$ cat src/sv/spm_pkg.sv
`timescale 1ns / 1ps
// shared types, constants and elaboration-time log2 helpers for the stereo peak meter
package spm_pkg;

   // default parameter values
   localparam int LOG_TABLE_ENTRIES_DEF = 32;
   localparam int PEAK_BITS_DEF         = 31;
   localparam int QUEUE_DEPTH_DEF       = 4;

   // field and datapath widths
   localparam int NUM_CH      = 2;
   localparam int PEAK_W      = 31;
   localparam int EXP_W       = 5;
   localparam int FRAC_W      = 16;
   localparam int TAB_W       = 17;
   localparam int LOG_W       = 21;
   localparam int DIFF_W      = 22;
   localparam int SCALE_W     = 20;
   localparam int PROD_W      = 42;
   localparam int LEVEL_SHIFT = 24;
   localparam int PK_W        = 17;
   localparam int LEVEL_W     = 16;
   localparam int FALL_W      = 11;
   localparam int BAR_W       = 7;
   localparam int OVER_W      = 2;
   localparam int CSR_W       = 16;
   localparam int CSR_INDEX_W = 2;

   // register stages inside the log2 unit
   localparam int LOG_LAT = 5;

   // log2 table and scaling
   localparam logic [TAB_W-1:0]          TAB_ONE     = 17'h1_0000;
   localparam logic [PEAK_W-1:0]         FS_16       = 31'd32767;
   localparam logic [PEAK_W-1:0]         FS_32       = 31'h7FFF_FFFF;
   localparam logic signed [SCALE_W-1:0] DB_SCALE_Q8 = 20'sd394566;
   localparam logic signed [PROD_W-1:0]  ROUND_HALF  = 42'sh80_0000;

   // item codes
   localparam logic MODE_IDLE = 1'b1;

   // register reset values
   localparam logic                      FS_SEL_RESET = 1'b0;
   localparam logic [FALL_W-1:0]         FALL_RESET   = 11'd154;
   localparam logic signed [LEVEL_W-1:0] FLOOR_RESET  = -16'sd10240;

   // bar mapping over the 40 dB span
   localparam int                    V_W         = 23;
   localparam logic signed [V_W-1:0] BAR_SCALE   = 23'sd100;
   localparam logic signed [V_W-1:0] BAR_OFFSET  = 23'sd1029120;
   localparam logic signed [V_W-1:0] BAR_LOW     = 23'sd10240;
   localparam logic signed [V_W-1:0] BAR_HIGH    = 23'sd1024000;
   localparam int                    BAR_SHIFT   = 11;
   localparam int                    X_W         = 9;
   localparam int                    QP_W        = 17;
   localparam logic [QP_W-1:0]       RECIP_5     = 17'd205;
   localparam int                    RECIP_SHIFT = 10;
   localparam logic [BAR_W-1:0]      BAR_FULL    = 7'd100;
   localparam logic [BAR_W-1:0]      BAR_EMPTY   = 7'd0;

   // register indexes
   typedef enum logic [CSR_INDEX_W-1:0] {
      CSR_FULL_SCALE_SELECT = 2'd0,
      CSR_FALL_STEP         = 2'd1,
      CSR_FLOOR_LEVEL       = 2'd2
   } spm_csr_index_type;

   // configuration registers
   typedef struct packed {
      logic                      full_scale_select;
      logic [FALL_W-1:0]         fall_step;
      logic signed [LEVEL_W-1:0] floor_level;
   } spm_cfg_type;

   // input beat
   typedef struct packed {
      logic              mode;
      logic [PEAK_W-1:0] chan0_peak;
      logic [PEAK_W-1:0] chan1_peak;
   } spm_req_type;

   // result beat
   typedef struct packed {
      logic signed [LEVEL_W-1:0] chan0_level;
      logic signed [LEVEL_W-1:0] chan1_level;
      logic [BAR_W-1:0]          chan0_bar;
      logic [BAR_W-1:0]          chan1_bar;
      logic [OVER_W-1:0]         over_range;
   } spm_rsp_type;

   // peak levels handed from front end to back end
   typedef struct packed {
      logic [OVER_W-1:0]      over_range;
      logic signed [PK_W-1:0] chan0_pk;
      logic signed [PK_W-1:0] chan1_pk;
   } spm_pk_type;

   // table entry floor(65536*log2(1+i/n)) by repeated squaring, elaboration only
   function automatic logic [TAB_W-1:0] log_tab_entry(int unsigned n, int unsigned i);
      logic [63:0]      num;
      logic [63:0]      x;
      logic [63:0]      part;
      logic [TAB_W-1:0] acc;
      num  = 64'(n + i) << 30;
      x    = '0;
      part = '0;
      acc  = '0;
      if (i >= n) begin
         acc = TAB_ONE;
      end else begin
         // restoring long division for (n+i)/n in Q30
         for (int b = 63; b >= 0; b--) begin
            part = {part[62:0], num[b]};
            if (part >= 64'(n)) begin
               part = part - 64'(n);
               x[b] = 1'b1;
            end
         end
         // one result bit per squaring
         for (int b = FRAC_W - 1; b >= 0; b--) begin
            x = (x * x) >> 30;
            if (x >= (64'd1 << 31)) begin
               x      = x >> 1;
               acc[b] = 1'b1;
            end
         end
      end
      return acc;
   endfunction

   // log2 in Q16 of a constant, matching the runtime datapath
   function automatic logic [LOG_W-1:0] log2_const(int unsigned n, logic [PEAK_W-1:0] p);
      logic [EXP_W-1:0]  e;
      logic [PEAK_W-1:0] pn;
      logic [FRAC_W-1:0] f;
      logic [63:0]       mul;
      logic [63:0]       dlt;
      int unsigned       idx;
      logic [TAB_W-1:0]  lo;
      logic [TAB_W-1:0]  hi;
      e = '0;
      for (int i = 0; i < PEAK_W; i++) begin
         if (p[i]) begin
            e = EXP_W'(i);
         end
      end
      pn  = p << (EXP_W'(PEAK_W - 1) - e);
      f   = pn[PEAK_W-2 -: FRAC_W];
      mul = 64'(f) * 64'(n);
      idx = 32'(mul >> FRAC_W);
      lo  = log_tab_entry(n, idx);
      hi  = log_tab_entry(n, idx + 1);
      dlt = (64'(hi - lo) * 64'(mul[FRAC_W-1:0])) >> FRAC_W;
      return LOG_W'({e, {FRAC_W{1'b0}}}) + LOG_W'(lo) + LOG_W'(dlt);
   endfunction

endpackage

$ cat src/sv/spm_log2.sv
`timescale 1ns / 1ps
// pipelined log2 in Q16: leading-one detect, normalise, interpolated table lookup
module spm_log2 #(
   parameter int LOG_TABLE_ENTRIES = spm_pkg::LOG_TABLE_ENTRIES_DEF
) (
   input  logic                           clock,
   input  logic                           enable,
   input  logic [spm_pkg::PEAK_W-1:0]     peak,
   output logic [spm_pkg::LOG_W-1:0]      log_q16
);

   localparam int IDX_W = $clog2(LOG_TABLE_ENTRIES + 1);
   localparam int MUL_W = spm_pkg::FRAC_W + IDX_W;
   localparam int MP_W  = spm_pkg::TAB_W + spm_pkg::FRAC_W;

   // interpolation table, fixed at elaboration
   logic [spm_pkg::TAB_W-1:0] tab_w [LOG_TABLE_ENTRIES+1];

   for (genvar gi = 0; gi <= LOG_TABLE_ENTRIES; gi++) begin : g_tab
      localparam logic [spm_pkg::TAB_W-1:0] ENTRY =
         spm_pkg::log_tab_entry(LOG_TABLE_ENTRIES, gi);
      assign tab_w[gi] = ENTRY;
   end

   logic [spm_pkg::EXP_W-1:0]  e_a_in, e_a_ff, e_b_ff, e_c_ff, e_d_ff;
   logic [spm_pkg::PEAK_W-1:0] p_a_ff;
   logic [spm_pkg::PEAK_W-1:0] pn_w;
   logic [spm_pkg::FRAC_W-1:0] f_w;
   logic [MUL_W-1:0]           mul_w;
   logic [IDX_W-1:0]           idx_b_in, idx_b_ff, idx_nx_w;
   logic [spm_pkg::FRAC_W-1:0] rem_b_in, rem_b_ff, rem_c_ff;
   logic [spm_pkg::TAB_W-1:0]  lo_c_in, lo_c_ff, lo_d_ff;
   logic [spm_pkg::TAB_W-1:0]  dif_c_in, dif_c_ff;
   logic [MP_W-1:0]            mp_w;
   logic [spm_pkg::TAB_W-1:0]  mh_d_in, mh_d_ff;
   logic [spm_pkg::LOG_W-1:0]  l_in, l_ff;

   // leading-one position
   always_comb begin
      e_a_in = '0;
      for (int i = 0; i < spm_pkg::PEAK_W; i++) begin
         if (peak[i]) begin
            e_a_in = spm_pkg::EXP_W'(i);
         end
      end
   end

   // normalise and split the fraction into table index and remainder
   always_comb begin
      pn_w     = p_a_ff << (spm_pkg::EXP_W'(spm_pkg::PEAK_W - 1) - e_a_ff);
      f_w      = pn_w[spm_pkg::PEAK_W-2 -: spm_pkg::FRAC_W];
      mul_w    = MUL_W'(f_w) * MUL_W'(LOG_TABLE_ENTRIES);
      idx_b_in = mul_w[MUL_W-1 -: IDX_W];
      rem_b_in = mul_w[spm_pkg::FRAC_W-1:0];
   end

   // table lookup of both neighbours
   always_comb begin
      idx_nx_w = idx_b_ff + IDX_W'(1);
      lo_c_in  = tab_w[idx_b_ff];
      dif_c_in = tab_w[idx_nx_w] - tab_w[idx_b_ff];
   end

   // linear interpolation
   always_comb begin
      mp_w    = MP_W'(dif_c_ff) * MP_W'(rem_c_ff);
      mh_d_in = mp_w[MP_W-1:spm_pkg::FRAC_W];
   end

   // integer part plus fraction
   always_comb begin
      l_in = spm_pkg::LOG_W'({e_d_ff, {spm_pkg::FRAC_W{1'b0}}}) +
             spm_pkg::LOG_W'(lo_d_ff) + spm_pkg::LOG_W'(mh_d_ff);
   end

   // stage registers, held while the pipe is stalled
   always_ff @(posedge clock) begin
      if (enable) begin
         e_a_ff   <= e_a_in;
         p_a_ff   <= peak;
         e_b_ff   <= e_a_ff;
         idx_b_ff <= idx_b_in;
         rem_b_ff <= rem_b_in;
         e_c_ff   <= e_b_ff;
         lo_c_ff  <= lo_c_in;
         dif_c_ff <= dif_c_in;
         rem_c_ff <= rem_b_ff;
         e_d_ff   <= e_c_ff;
         lo_d_ff  <= lo_c_ff;
         mh_d_ff  <= mh_d_in;
         l_ff     <= l_in;
      end
   end

   assign log_q16 = l_ff;

endmodule

$ cat src/sv/spm_front.sv
`timescale 1ns / 1ps
// front end: takes input beats, classifies peaks and forms the peak level in 1/256 dB
module spm_front #(
   parameter int LOG_TABLE_ENTRIES = spm_pkg::LOG_TABLE_ENTRIES_DEF,
   parameter int PEAK_BITS         = spm_pkg::PEAK_BITS_DEF
) (
   input  logic                 clock,
   input  logic                 reset,
   input  spm_pkg::spm_cfg_type cfg,
   input  logic                 req_valid,
   output logic                 req_stall,
   input  spm_pkg::spm_req_type req_data,
   input  logic                 q_full,
   output logic                 q_push,
   output spm_pkg::spm_pk_type  q_data
);

   localparam int FRONT_LAT = spm_pkg::LOG_LAT + 3;
   localparam int LVL_W     = spm_pkg::PROD_W - spm_pkg::LEVEL_SHIFT;

   localparam logic [spm_pkg::PEAK_W-1:0] PEAK_MASK =
      (PEAK_BITS >= spm_pkg::PEAK_W) ? {spm_pkg::PEAK_W{1'b1}} :
      spm_pkg::PEAK_W'((64'd1 << PEAK_BITS) - 64'd1);
   localparam logic [spm_pkg::LOG_W-1:0] LOG_FS_16 =
      spm_pkg::log2_const(LOG_TABLE_ENTRIES, spm_pkg::FS_16);
   localparam logic [spm_pkg::LOG_W-1:0] LOG_FS_32 =
      spm_pkg::log2_const(LOG_TABLE_ENTRIES, spm_pkg::FS_32);

   logic                                  adv_w;
   logic [FRONT_LAT-1:0]                  vld_in, vld_ff;
   logic [FRONT_LAT-2:0][spm_pkg::NUM_CH-1:0] zero_in, zero_ff, over_in, over_ff;
   logic [spm_pkg::NUM_CH-1:0]            zero_s1_w, over_s1_w;
   logic [spm_pkg::PEAK_W-1:0]            fs_w;
   logic [spm_pkg::LOG_W-1:0]             log_fs_w;
   logic [spm_pkg::PEAK_W-1:0]            p_in [spm_pkg::NUM_CH];
   logic [spm_pkg::PEAK_W-1:0]            p_ff [spm_pkg::NUM_CH];
   logic [spm_pkg::LOG_W-1:0]             l_w  [spm_pkg::NUM_CH];
   logic signed [spm_pkg::DIFF_W-1:0]     d_in [spm_pkg::NUM_CH];
   logic signed [spm_pkg::DIFF_W-1:0]     d_ff [spm_pkg::NUM_CH];
   logic signed [spm_pkg::PROD_W-1:0]     prod_in [spm_pkg::NUM_CH];
   logic signed [spm_pkg::PROD_W-1:0]     prod_ff [spm_pkg::NUM_CH];
   logic signed [LVL_W-1:0]               lvl_w [spm_pkg::NUM_CH];
   logic signed [spm_pkg::PK_W-1:0]       pk_w  [spm_pkg::NUM_CH];

   // pipe moves unless a finished beat is blocked by a full queue
   assign adv_w     = !(vld_ff[FRONT_LAT-1] && q_full);
   assign req_stall = !adv_w;
   assign q_push    = vld_ff[FRONT_LAT-1] && adv_w;

   // full scale selection
   assign fs_w     = cfg.full_scale_select ? spm_pkg::FS_32 : spm_pkg::FS_16;
   assign log_fs_w = cfg.full_scale_select ? LOG_FS_32 : LOG_FS_16;

   // input capture: idle tick stands for peaks of one
   always_comb begin
      if (req_data.mode == spm_pkg::MODE_IDLE) begin
         p_in[0] = spm_pkg::PEAK_W'(1);
         p_in[1] = spm_pkg::PEAK_W'(1);
      end else begin
         p_in[0] = req_data.chan0_peak & PEAK_MASK;
         p_in[1] = req_data.chan1_peak & PEAK_MASK;
      end
   end

   // classify zero and over-range peaks
   always_comb begin
      for (int ch = 0; ch < spm_pkg::NUM_CH; ch++) begin
         zero_s1_w[ch] = (p_ff[ch] == '0);
         over_s1_w[ch] = (p_ff[ch] > fs_w);
      end
   end

   // valid and flag lines alongside the datapath
   assign vld_in  = {vld_ff[FRONT_LAT-2:0], req_valid};
   assign zero_in = {zero_ff[FRONT_LAT-3:0], zero_s1_w};
   assign over_in = {over_ff[FRONT_LAT-3:0], over_s1_w};

   // one log2 unit per channel
   for (genvar gc = 0; gc < spm_pkg::NUM_CH; gc++) begin : g_log
      spm_log2 #(
         .LOG_TABLE_ENTRIES(LOG_TABLE_ENTRIES)
      ) u_log2 (
         .clock  (clock),
         .enable (adv_w),
         .peak   (p_ff[gc]),
         .log_q16(l_w[gc])
      );
   end

   // distance to full scale, then scale to 1/256 dB with rounding
   always_comb begin
      for (int ch = 0; ch < spm_pkg::NUM_CH; ch++) begin
         d_in[ch]    = $signed({1'b0, l_w[ch]}) - $signed({1'b0, log_fs_w});
         prod_in[ch] = spm_pkg::PROD_W'(d_ff[ch]) * spm_pkg::PROD_W'(spm_pkg::DB_SCALE_Q8) +
                       spm_pkg::ROUND_HALF;
      end
   end

   // peak level with zero, over-range and positive cases
   always_comb begin
      for (int ch = 0; ch < spm_pkg::NUM_CH; ch++) begin
         lvl_w[ch] = prod_ff[ch][spm_pkg::PROD_W-1:spm_pkg::LEVEL_SHIFT];
         if (zero_ff[FRONT_LAT-2][ch]) begin
            pk_w[ch] = spm_pkg::PK_W'(cfg.floor_level);
         end else if (over_ff[FRONT_LAT-2][ch] || (lvl_w[ch] > 0)) begin
            pk_w[ch] = '0;
         end else begin
            pk_w[ch] = lvl_w[ch][spm_pkg::PK_W-1:0];
         end
      end
   end

   always_comb begin
      q_data.over_range = over_ff[FRONT_LAT-2];
      q_data.chan0_pk   = pk_w[0];
      q_data.chan1_pk   = pk_w[1];
   end

   // control state
   always_ff @(posedge clock) begin
      if (reset) begin
         vld_ff <= '0;
      end else if (adv_w) begin
         vld_ff <= vld_in;
      end
   end

   // payload stages
   always_ff @(posedge clock) begin
      if (adv_w) begin
         zero_ff <= zero_in;
         over_ff <= over_in;
         for (int ch = 0; ch < spm_pkg::NUM_CH; ch++) begin
            p_ff[ch]    <= p_in[ch];
            d_ff[ch]    <= d_in[ch];
            prod_ff[ch] <= prod_in[ch];
         end
      end
   end

endmodule

$ cat src/sv/spm_queue.sv
`timescale 1ns / 1ps
// short queue of peak levels between front end and back end
module spm_queue #(
   parameter int DEPTH = spm_pkg::QUEUE_DEPTH_DEF
) (
   input  logic                clock,
   input  logic                reset,
   input  logic                push,
   input  spm_pkg::spm_pk_type push_data,
   output logic                full,
   input  logic                pop,
   output logic                head_valid,
   output spm_pkg::spm_pk_type head_data
);

   localparam int PTR_W = $clog2(DEPTH);
   localparam int CNT_W = $clog2(DEPTH + 1);

   spm_pkg::spm_pk_type slot_ff [DEPTH];
   logic [PTR_W-1:0]    wr_ptr_in, wr_ptr_ff, rd_ptr_in, rd_ptr_ff;
   logic [CNT_W-1:0]    cnt_in, cnt_ff;

   assign full       = (cnt_ff == CNT_W'(DEPTH));
   assign head_valid = (cnt_ff != '0);
   assign head_data  = slot_ff[rd_ptr_ff];

   // pointer and fill count update
   always_comb begin
      wr_ptr_in = wr_ptr_ff;
      rd_ptr_in = rd_ptr_ff;
      cnt_in    = cnt_ff;
      if (push) begin
         wr_ptr_in = (wr_ptr_ff == PTR_W'(DEPTH - 1)) ? '0 : wr_ptr_ff + PTR_W'(1);
      end
      if (pop) begin
         rd_ptr_in = (rd_ptr_ff == PTR_W'(DEPTH - 1)) ? '0 : rd_ptr_ff + PTR_W'(1);
      end
      if (push && !pop) begin
         cnt_in = cnt_ff + CNT_W'(1);
      end else if (pop && !push) begin
         cnt_in = cnt_ff - CNT_W'(1);
      end
   end

   always_ff @(posedge clock) begin
      if (reset) begin
         wr_ptr_ff <= '0;
         rd_ptr_ff <= '0;
         cnt_ff    <= '0;
      end else begin
         wr_ptr_ff <= wr_ptr_in;
         rd_ptr_ff <= rd_ptr_in;
         cnt_ff    <= cnt_in;
      end
   end

   // slot write
   always_ff @(posedge clock) begin
      if (push) begin
         slot_ff[wr_ptr_ff] <= push_data;
      end
   end

endmodule

$ cat src/sv/spm_back.sv
`timescale 1ns / 1ps
// back end: held-level decay and clamp, bar mapping and the result register
module spm_back (
   input  logic                 clock,
   input  logic                 reset,
   input  spm_pkg::spm_cfg_type cfg,
   input  logic                 q_valid,
   input  spm_pkg::spm_pk_type  q_data,
   output logic                 q_pop,
   output logic                 rsp_valid,
   input  logic                 rsp_stall,
   output spm_pkg::spm_rsp_type rsp_data
);

   localparam int HW = spm_pkg::LEVEL_W + 2;

   logic en_o_w, en_b_w, en_h_w;

   logic signed [spm_pkg::LEVEL_W-1:0] held_in [spm_pkg::NUM_CH];
   logic signed [spm_pkg::LEVEL_W-1:0] held_ff [spm_pkg::NUM_CH];
   logic signed [HW-1:0]               pk_w    [spm_pkg::NUM_CH];
   logic signed [HW-1:0]               dec_w   [spm_pkg::NUM_CH];
   logic signed [HW-1:0]               new_w   [spm_pkg::NUM_CH];
   logic signed [HW-1:0]               floor_w;

   logic                               h_vld_ff;
   logic signed [spm_pkg::LEVEL_W-1:0] h_lvl_ff [spm_pkg::NUM_CH];
   logic [spm_pkg::OVER_W-1:0]         h_over_ff;

   logic                               b_vld_ff;
   logic signed [spm_pkg::LEVEL_W-1:0] b_lvl_ff [spm_pkg::NUM_CH];
   logic [spm_pkg::OVER_W-1:0]         b_over_ff;
   logic signed [spm_pkg::V_W-1:0]     v_w      [spm_pkg::NUM_CH];
   logic [spm_pkg::NUM_CH-1:0]         b_zero_in, b_zero_ff, b_full_in, b_full_ff;
   logic [spm_pkg::X_W-1:0]            b_x_in   [spm_pkg::NUM_CH];
   logic [spm_pkg::X_W-1:0]            b_x_ff   [spm_pkg::NUM_CH];

   logic [spm_pkg::QP_W-1:0]           qp_w     [spm_pkg::NUM_CH];
   logic [spm_pkg::BAR_W-1:0]          bar_w    [spm_pkg::NUM_CH];
   logic                               rsp_valid_ff;
   spm_pkg::spm_rsp_type               rsp_data_in, rsp_data_ff;

   // stage enables, each stage moves when the next one frees up
   assign en_o_w = !rsp_valid_ff || !rsp_stall;
   assign en_b_w = !b_vld_ff || en_o_w;
   assign en_h_w = !h_vld_ff || en_b_w;
   assign q_pop  = q_valid && en_h_w;

   // held level: larger of peak and decayed level, floored, capped at 0 dB
   always_comb begin
      pk_w[0] = HW'(q_data.chan0_pk);
      pk_w[1] = HW'(q_data.chan1_pk);
      floor_w = HW'(cfg.floor_level);
      for (int ch = 0; ch < spm_pkg::NUM_CH; ch++) begin
         dec_w[ch] = HW'(held_ff[ch]) - $signed(HW'(cfg.fall_step));
         new_w[ch] = (pk_w[ch] > dec_w[ch]) ? pk_w[ch] : dec_w[ch];
         if (new_w[ch] < floor_w) begin
            new_w[ch] = floor_w;
         end
         if (new_w[ch] > 0) begin
            new_w[ch] = '0;
         end
         held_in[ch] = new_w[ch][spm_pkg::LEVEL_W-1:0];
      end
   end

   // bar thresholds and coarse quotient by 2048
   always_comb begin
      for (int ch = 0; ch < spm_pkg::NUM_CH; ch++) begin
         v_w[ch] = spm_pkg::V_W'(h_lvl_ff[ch]) * spm_pkg::BAR_SCALE + spm_pkg::BAR_OFFSET;
         b_zero_in[ch] = (v_w[ch] <= spm_pkg::BAR_LOW);
         b_full_in[ch] = (v_w[ch] > spm_pkg::BAR_HIGH);
         b_x_in[ch]    = v_w[ch][spm_pkg::BAR_SHIFT +: spm_pkg::X_W];
      end
   end

   // divide by five with a reciprocal, then saturate
   always_comb begin
      for (int ch = 0; ch < spm_pkg::NUM_CH; ch++) begin
         qp_w[ch] = spm_pkg::QP_W'(b_x_ff[ch]) * spm_pkg::RECIP_5;
         if (b_zero_ff[ch]) begin
            bar_w[ch] = spm_pkg::BAR_EMPTY;
         end else if (b_full_ff[ch]) begin
            bar_w[ch] = spm_pkg::BAR_FULL;
         end else begin
            bar_w[ch] = qp_w[ch][spm_pkg::RECIP_SHIFT +: spm_pkg::BAR_W];
         end
      end
   end

   // result beat
   always_comb begin
      rsp_data_in.chan0_level = b_lvl_ff[0];
      rsp_data_in.chan1_level = b_lvl_ff[1];
      rsp_data_in.chan0_bar   = bar_w[0];
      rsp_data_in.chan1_bar   = bar_w[1];
      rsp_data_in.over_range  = b_over_ff;
   end

   // control state and held levels
   always_ff @(posedge clock) begin
      if (reset) begin
         h_vld_ff     <= 1'b0;
         b_vld_ff     <= 1'b0;
         rsp_valid_ff <= 1'b0;
         for (int ch = 0; ch < spm_pkg::NUM_CH; ch++) begin
            held_ff[ch] <= spm_pkg::FLOOR_RESET;
         end
      end else begin
         if (en_h_w) begin
            h_vld_ff <= q_valid;
         end
         if (en_b_w) begin
            b_vld_ff <= h_vld_ff;
         end
         if (en_o_w) begin
            rsp_valid_ff <= b_vld_ff;
         end
         if (q_pop) begin
            for (int ch = 0; ch < spm_pkg::NUM_CH; ch++) begin
               held_ff[ch] <= held_in[ch];
            end
         end
      end
   end

   // payload stages
   always_ff @(posedge clock) begin
      if (q_pop) begin
         h_over_ff <= q_data.over_range;
         for (int ch = 0; ch < spm_pkg::NUM_CH; ch++) begin
            h_lvl_ff[ch] <= held_in[ch];
         end
      end
      if (en_b_w) begin
         b_over_ff <= h_over_ff;
         b_zero_ff <= b_zero_in;
         b_full_ff <= b_full_in;
         for (int ch = 0; ch < spm_pkg::NUM_CH; ch++) begin
            b_lvl_ff[ch] <= h_lvl_ff[ch];
            b_x_ff[ch]   <= b_x_in[ch];
         end
      end
      if (en_o_w) begin
         rsp_data_ff <= rsp_data_in;
      end
   end

   assign rsp_valid = rsp_valid_ff;
   assign rsp_data  = rsp_data_ff;

endmodule

$ cat src/sv/stereo_peak_meter_db_decay_top.sv
`timescale 1ns / 1ps
// top level of the stereo peak meter with dBFS levels and linear fall-off
//
// Each input beat carries two channel peaks (or an idle tick); each result beat
// gives the new held level of both channels in 1/256 dB, a 0..100 bar height per
// channel and an over-range bit per channel. The block takes one beat every
// clock cycle while req_stall is low. The front end (input register, five-stage
// log2 unit per channel, two scaling stages) feeds a short queue, and the back
// end updates the held levels in a loop through the held-level registers before
// bar mapping and the result register. The user must write registers through
// the csr port only while no beat is in flight; the block does not enforce this.
module stereo_peak_meter_db_decay_top #(
   parameter int LOG_TABLE_ENTRIES = spm_pkg::LOG_TABLE_ENTRIES_DEF,
   parameter int PEAK_BITS         = spm_pkg::PEAK_BITS_DEF,
   parameter int QUEUE_DEPTH       = spm_pkg::QUEUE_DEPTH_DEF
) (
   input  logic                            clock,
   input  logic                            reset,
   input  logic                            req_valid,
   output logic                            req_stall,
   input  spm_pkg::spm_req_type            req_data,
   output logic                            rsp_valid,
   input  logic                            rsp_stall,
   output spm_pkg::spm_rsp_type            rsp_data,
   input  logic                            csr_wr_en,
   input  logic [spm_pkg::CSR_INDEX_W-1:0] csr_index,
   input  logic [spm_pkg::CSR_W-1:0]       csr_wdata
);

   spm_pkg::spm_cfg_type cfg_in, cfg_ff;
   logic                 q_full, q_push, q_valid, q_pop;
   spm_pkg::spm_pk_type  q_push_data, q_head;

   // register writes
   always_comb begin
      cfg_in = cfg_ff;
      if (csr_wr_en) begin
         case (spm_pkg::spm_csr_index_type'(csr_index))
            spm_pkg::CSR_FULL_SCALE_SELECT: begin
               cfg_in.full_scale_select = csr_wdata[0];
            end
            spm_pkg::CSR_FALL_STEP: begin
               cfg_in.fall_step = csr_wdata[spm_pkg::FALL_W-1:0];
            end
            spm_pkg::CSR_FLOOR_LEVEL: begin
               cfg_in.floor_level = $signed(csr_wdata[spm_pkg::LEVEL_W-1:0]);
            end
            default: begin
               cfg_in = cfg_ff;
            end
         endcase
      end
   end

   always_ff @(posedge clock) begin
      if (reset) begin
         cfg_ff.full_scale_select <= spm_pkg::FS_SEL_RESET;
         cfg_ff.fall_step         <= spm_pkg::FALL_RESET;
         cfg_ff.floor_level       <= spm_pkg::FLOOR_RESET;
      end else begin
         cfg_ff <= cfg_in;
      end
   end

   // front end
   spm_front #(
      .LOG_TABLE_ENTRIES(LOG_TABLE_ENTRIES),
      .PEAK_BITS        (PEAK_BITS)
   ) u_front (
      .clock    (clock),
      .reset    (reset),
      .cfg      (cfg_ff),
      .req_valid(req_valid),
      .req_stall(req_stall),
      .req_data (req_data),
      .q_full   (q_full),
      .q_push   (q_push),
      .q_data   (q_push_data)
   );

   // decoupling queue
   spm_queue #(
      .DEPTH(QUEUE_DEPTH)
   ) u_queue (
      .clock     (clock),
      .reset     (reset),
      .push      (q_push),
      .push_data (q_push_data),
      .full      (q_full),
      .pop       (q_pop),
      .head_valid(q_valid),
      .head_data (q_head)
   );

   // back end
   spm_back u_back (
      .clock    (clock),
      .reset    (reset),
      .cfg      (cfg_ff),
      .q_valid  (q_valid),
      .q_data   (q_head),
      .q_pop    (q_pop),
      .rsp_valid(rsp_valid),
      .rsp_stall(rsp_stall),
      .rsp_data (rsp_data)
   );

endmodule

$ cat config.mk
export PLATFORM = sky130hd
export DESIGN_NAME = stereo_peak_meter_db_decay_top
export DESIGN_NICKNAME = d
export VERILOG_FILES = /design/src/sv/spm_pkg.sv /design/src/sv/spm_log2.sv /design/src/sv/spm_front.sv /design/src/sv/spm_queue.sv /design/src/sv/spm_back.sv /design/src/sv/stereo_peak_meter_db_decay_top.sv
export SDC_FILE = /design/constraint.sdc
export NUM_CORES = 2
export LEC_CHECK = 0
export BUFFER_PORTS_ARGS = -buffer_cell sky130_fd_sc_hd__buf_2
export CORE_ASPECT_RATIO = 1.75
export CORE_MARGIN = 4
export CORE_UTILIZATION = 60
export CTS_CLUSTER_DIAMETER = 50
export DETAILED_ROUTE_END_ITERATION = 16
export GPL_TIMING_DRIVEN = 0
export PLACE_DENSITY = 0.75
export SYNTH_ARGS = -nofsm -noshare
export SYNTH_HDL_FRONTEND = slang
export SYNTH_SLANG_ARGS = --single-unit
$ cat constraint.sdc
create_clock -name clock -period 33.6 [get_ports clock]
set_input_delay 8.4 -clock clock [delete_from_list [all_inputs] [get_ports clock]]
set_output_delay 8.4 -clock clock [all_outputs]
set_load 0.02 [all_outputs]
==> impl_metrics.yaml <==
global_routing:
  grt_util_met3_pct: 2.900
  grt_overflow_total: 0
  antenna_found_initial: 2
  grt_use_met2_pct: 58.49
  grt_pass1_vias: 56582
  grt_max_degree: 71
  grt_pass1_wl_um: 292400
  top_usage_layer: "met2"
  track_usage_pct: 29.05
  use_met1_pct: 25.56
timing:
  timing.final.crit_share_pct: 34.15
  rsz0062_at_grt: "false"
  hold_viol: 0
  period_needed_ns: 11.48
  worstMarginPinSlew_ns: 1.379
  finalMaxSlewViolations: 0
  fin_tns_setup_ns: 0
  finClkSkew_ns: 0.03901
  max-slew-margin-rel_pct: 7.700
  final-setup-viol-count: 0
  fmax_ghz: 0.08714
floorplanning:
  initial_utilization_pct: 60.53
  die_h_um: 471.3
  ios: 136
  die_area_um2: 128500
  core_area_um2: 121600
  rows: 169
  die_w_um: 272.7
clock_network:
  cts.sink_count: 860
  clockBufferDepth: 3
  ctsResizeCount: 0
  clkTransAtPathRegs_ns: 0.06
  root_buffer: "clkbuf_16"
  cts_setup_buffers: 0
  clock_latency_ns: 0.69
  cts.htree.levels: 3
  cts_tree: "built"
  hold_buffers: 0
  cts_buffers: 89
final_layout:
  drive_above_1_share_pct: 5.776
  area_delta_synth_final_pct: 8.247
  fin_nets: 8820
critical_path:
  cp_cell_sequence: "buf_2 > nand3_4 > o21bai_1 > nor2_1 > and3_1 > nor3_1"
  r2r-end: "u_back.held_ff[0][11]"
  reg2reg_slack_ns: 24.49
  cp.arrival_ns: 11.96
  crit_type: "in -> reg"
  reg2reg_depth: 28
  end_kind: "register"
  cp_slowest_cell: "o21bai_1"
  crit_end: "u_back.held_ff[0][30]"
  startpoint: "rsp_stall"
  start_kind: "input pin"
  worstPathMaxFanout: 58
  critPathMaxStageDelay_ns: 1.38
  cp.required_ns: 34.08
yosys:
  async_flop_share_pct: 0
  synth_cells: 7049
  syn-num-nets: 8580
  netlist_top_cells_count: "inv_1, ha_1, edfxtp_1"
  ys_ff_latch: 860
  ys_seq_area_share_pct: 34.44
  synth.distinct_cells: 91
  yosys_warnings: 0
  avgSynthCellArea_um2: 10.44
  post-synth-top-count-cell: "inv_1"
  synth_top_cells_by_area: "edfxtp_1, ha_1, fa_1, inv_1, nand2_1"
  yosysTopAreaCellShare_pct: 33.13
  synth_edf_count: 812
  synth.largest_area_cell: "edfxtp_1"
  synthFlopType: "edfxtp_1"
  synth_area_um2: 73600
routing:
  initialDrtViolationCount: 2771
  vias_per_cell: 5.897
  ant_nets: 0
  drc_errors: 0
  routed_wl_um: 185600
  vias: 52969
  first_pass_iters: 6
  wl_per_cell_um: 20.66
min_path:
  hp-class: "reg -> reg"
  hold_depth: 0
run_status:
  status: "finished clean"
flow_run:
  cap_viol_max_count: 0
place:
  dp_hpwl_um: 153500
  place.gp.congestion: 0.9740
  portBuffers: 135
## logic make-up (layout without fill, tap and decap cells)
group                    after synthesis  count (layout)  share of synthesized area (%)
flip-flops                           860             860                          34.44
other                                  0               1                              0
multiplexers                         146             146                          2.970
XOR/XNOR                             319             319                          3.815
adder cells (fa/ha/maj)             1445            1445                          29.86
AO/OA/AOI/OAI                       1205            1205                          10.62
AND/OR/NAND/NOR                     1733            1733                          11.43
buffers and inverters               1341            1650                          6.867
## stage by stage
stage | setup slack [ns] | utilization [%] | cells | hold slack [ns] | area (µm²)
after detailed placement | 21.47 | 63.06 | 8822 | 0.4045 | 76670
final | 22.12 | 65.52 | 8983 | 0.4117 | 79670
after global routing | 22.02 | 65.52 | 8983 | 0.4199 | 79670
after global placement | 2.798 | 62.76 | 8808 | 0.4005 | 76300
after floorplan | 8.162 | - | 7049 | 0.4003 | 73600
after CTS | 22.22 | 65.52 | 8982 | 0.4053 | 79660
## flip-flops by register name, indices dropped and copies added (netlist names), 28 cells and up, named ones only
| register | count |
|---|---|
| u_front.d_ff | 44 |
| u_front.g_log.u_log2.lo_d_ff | 32 |
| u_back.h_lvl_ff | 32 |
| u_front.prod_ff | 36 |
| u_front.p_ff | 62 |
| u_front.g_log.u_log2.lo_c_ff | 32 |
| u_front.g_log.u_log2.log_q16 | 42 |
| cfg_ff | 28 |
| u_back.held_ff | 32 |
| u_back.b_lvl_ff | 32 |
| u_front.g_log.u_log2.dif_c_ff | 34 |
| u_queue.slot_ff | 144 |
| u_front.g_log.u_log2.mh_d_ff | 34 |
| u_front.g_log.u_log2.p_a_ff | 60 |
| rsp_data | 32 |
## worst min path at each step
stage | startpoint | to | slack [ns]
after floorplan | u_back.b_lvl_ff[0][16] | rsp_data[16] | 0.40
after global placement | u_back.b_lvl_ff[0][31] | rsp_data[31] | 0.40
after detailed placement | u_back.b_lvl_ff[0][2] | rsp_data[34] | 0.40
after CTS | u_front.g_log[0].u_log2.lo_c_ff[8] | u_front.g_log[0].u_log2.lo_d_ff[8] | 0.41
after global routing | u_front.g_log[0].u_log2.lo_c_ff[8] | u_front.g_log[0].u_log2.lo_d_ff[8] | 0.42
final | u_back.h_over_ff[1] | u_back.b_over_ff[1] | 0.41
## worst max-delay path, delay by kind of cell
| family | cells | cell delay [ns] |
|---|---|---|
| simple gates | 4 | 2.02 |
| compound gates | 1 | 1.38 |
| buf+inv | 1 | 0.14 |
## cells in the final DEF (no fill, tap or decap), types with 95 or more instances in the layout
master	instances
inv_1	1098
nor2_1	349
a211oi_1	110
and2_1	163
nor2b_1	109
xnor2_1	212
fa_1	519
a21oi_1	342
edfxtp_1	812
o21ai_0	227
ha_1	926
a21o_1	103
clkbuf_1	209
nand2_1	578
xor2_1	106
buf_2	141
nand3_1	95
nor3_1	135
## cell type report
type	instances	area, µm²
Buffer	232	890.9
Sequential cell	860	25340
Clock inverter	58	674.4
Multi-Input combinational cell	4848	43240
Tap cell	1624	2032
Fill cell	9544	41920
Timing Repair Buffer	149	1001
Antenna cell	1	2.502
Inverter	1109	4163
Clock buffer	102	2317
## routing by layer
metal	vias up	share of wire, %
met5	-	0
met4	0	9.4
met3	767	3.4
met2	1532	56
met1	25820	31
li1	24850	-
Power is not shown: default switching activity piles up to over one toggle a cycle in this logic, so the estimate is an artifact.
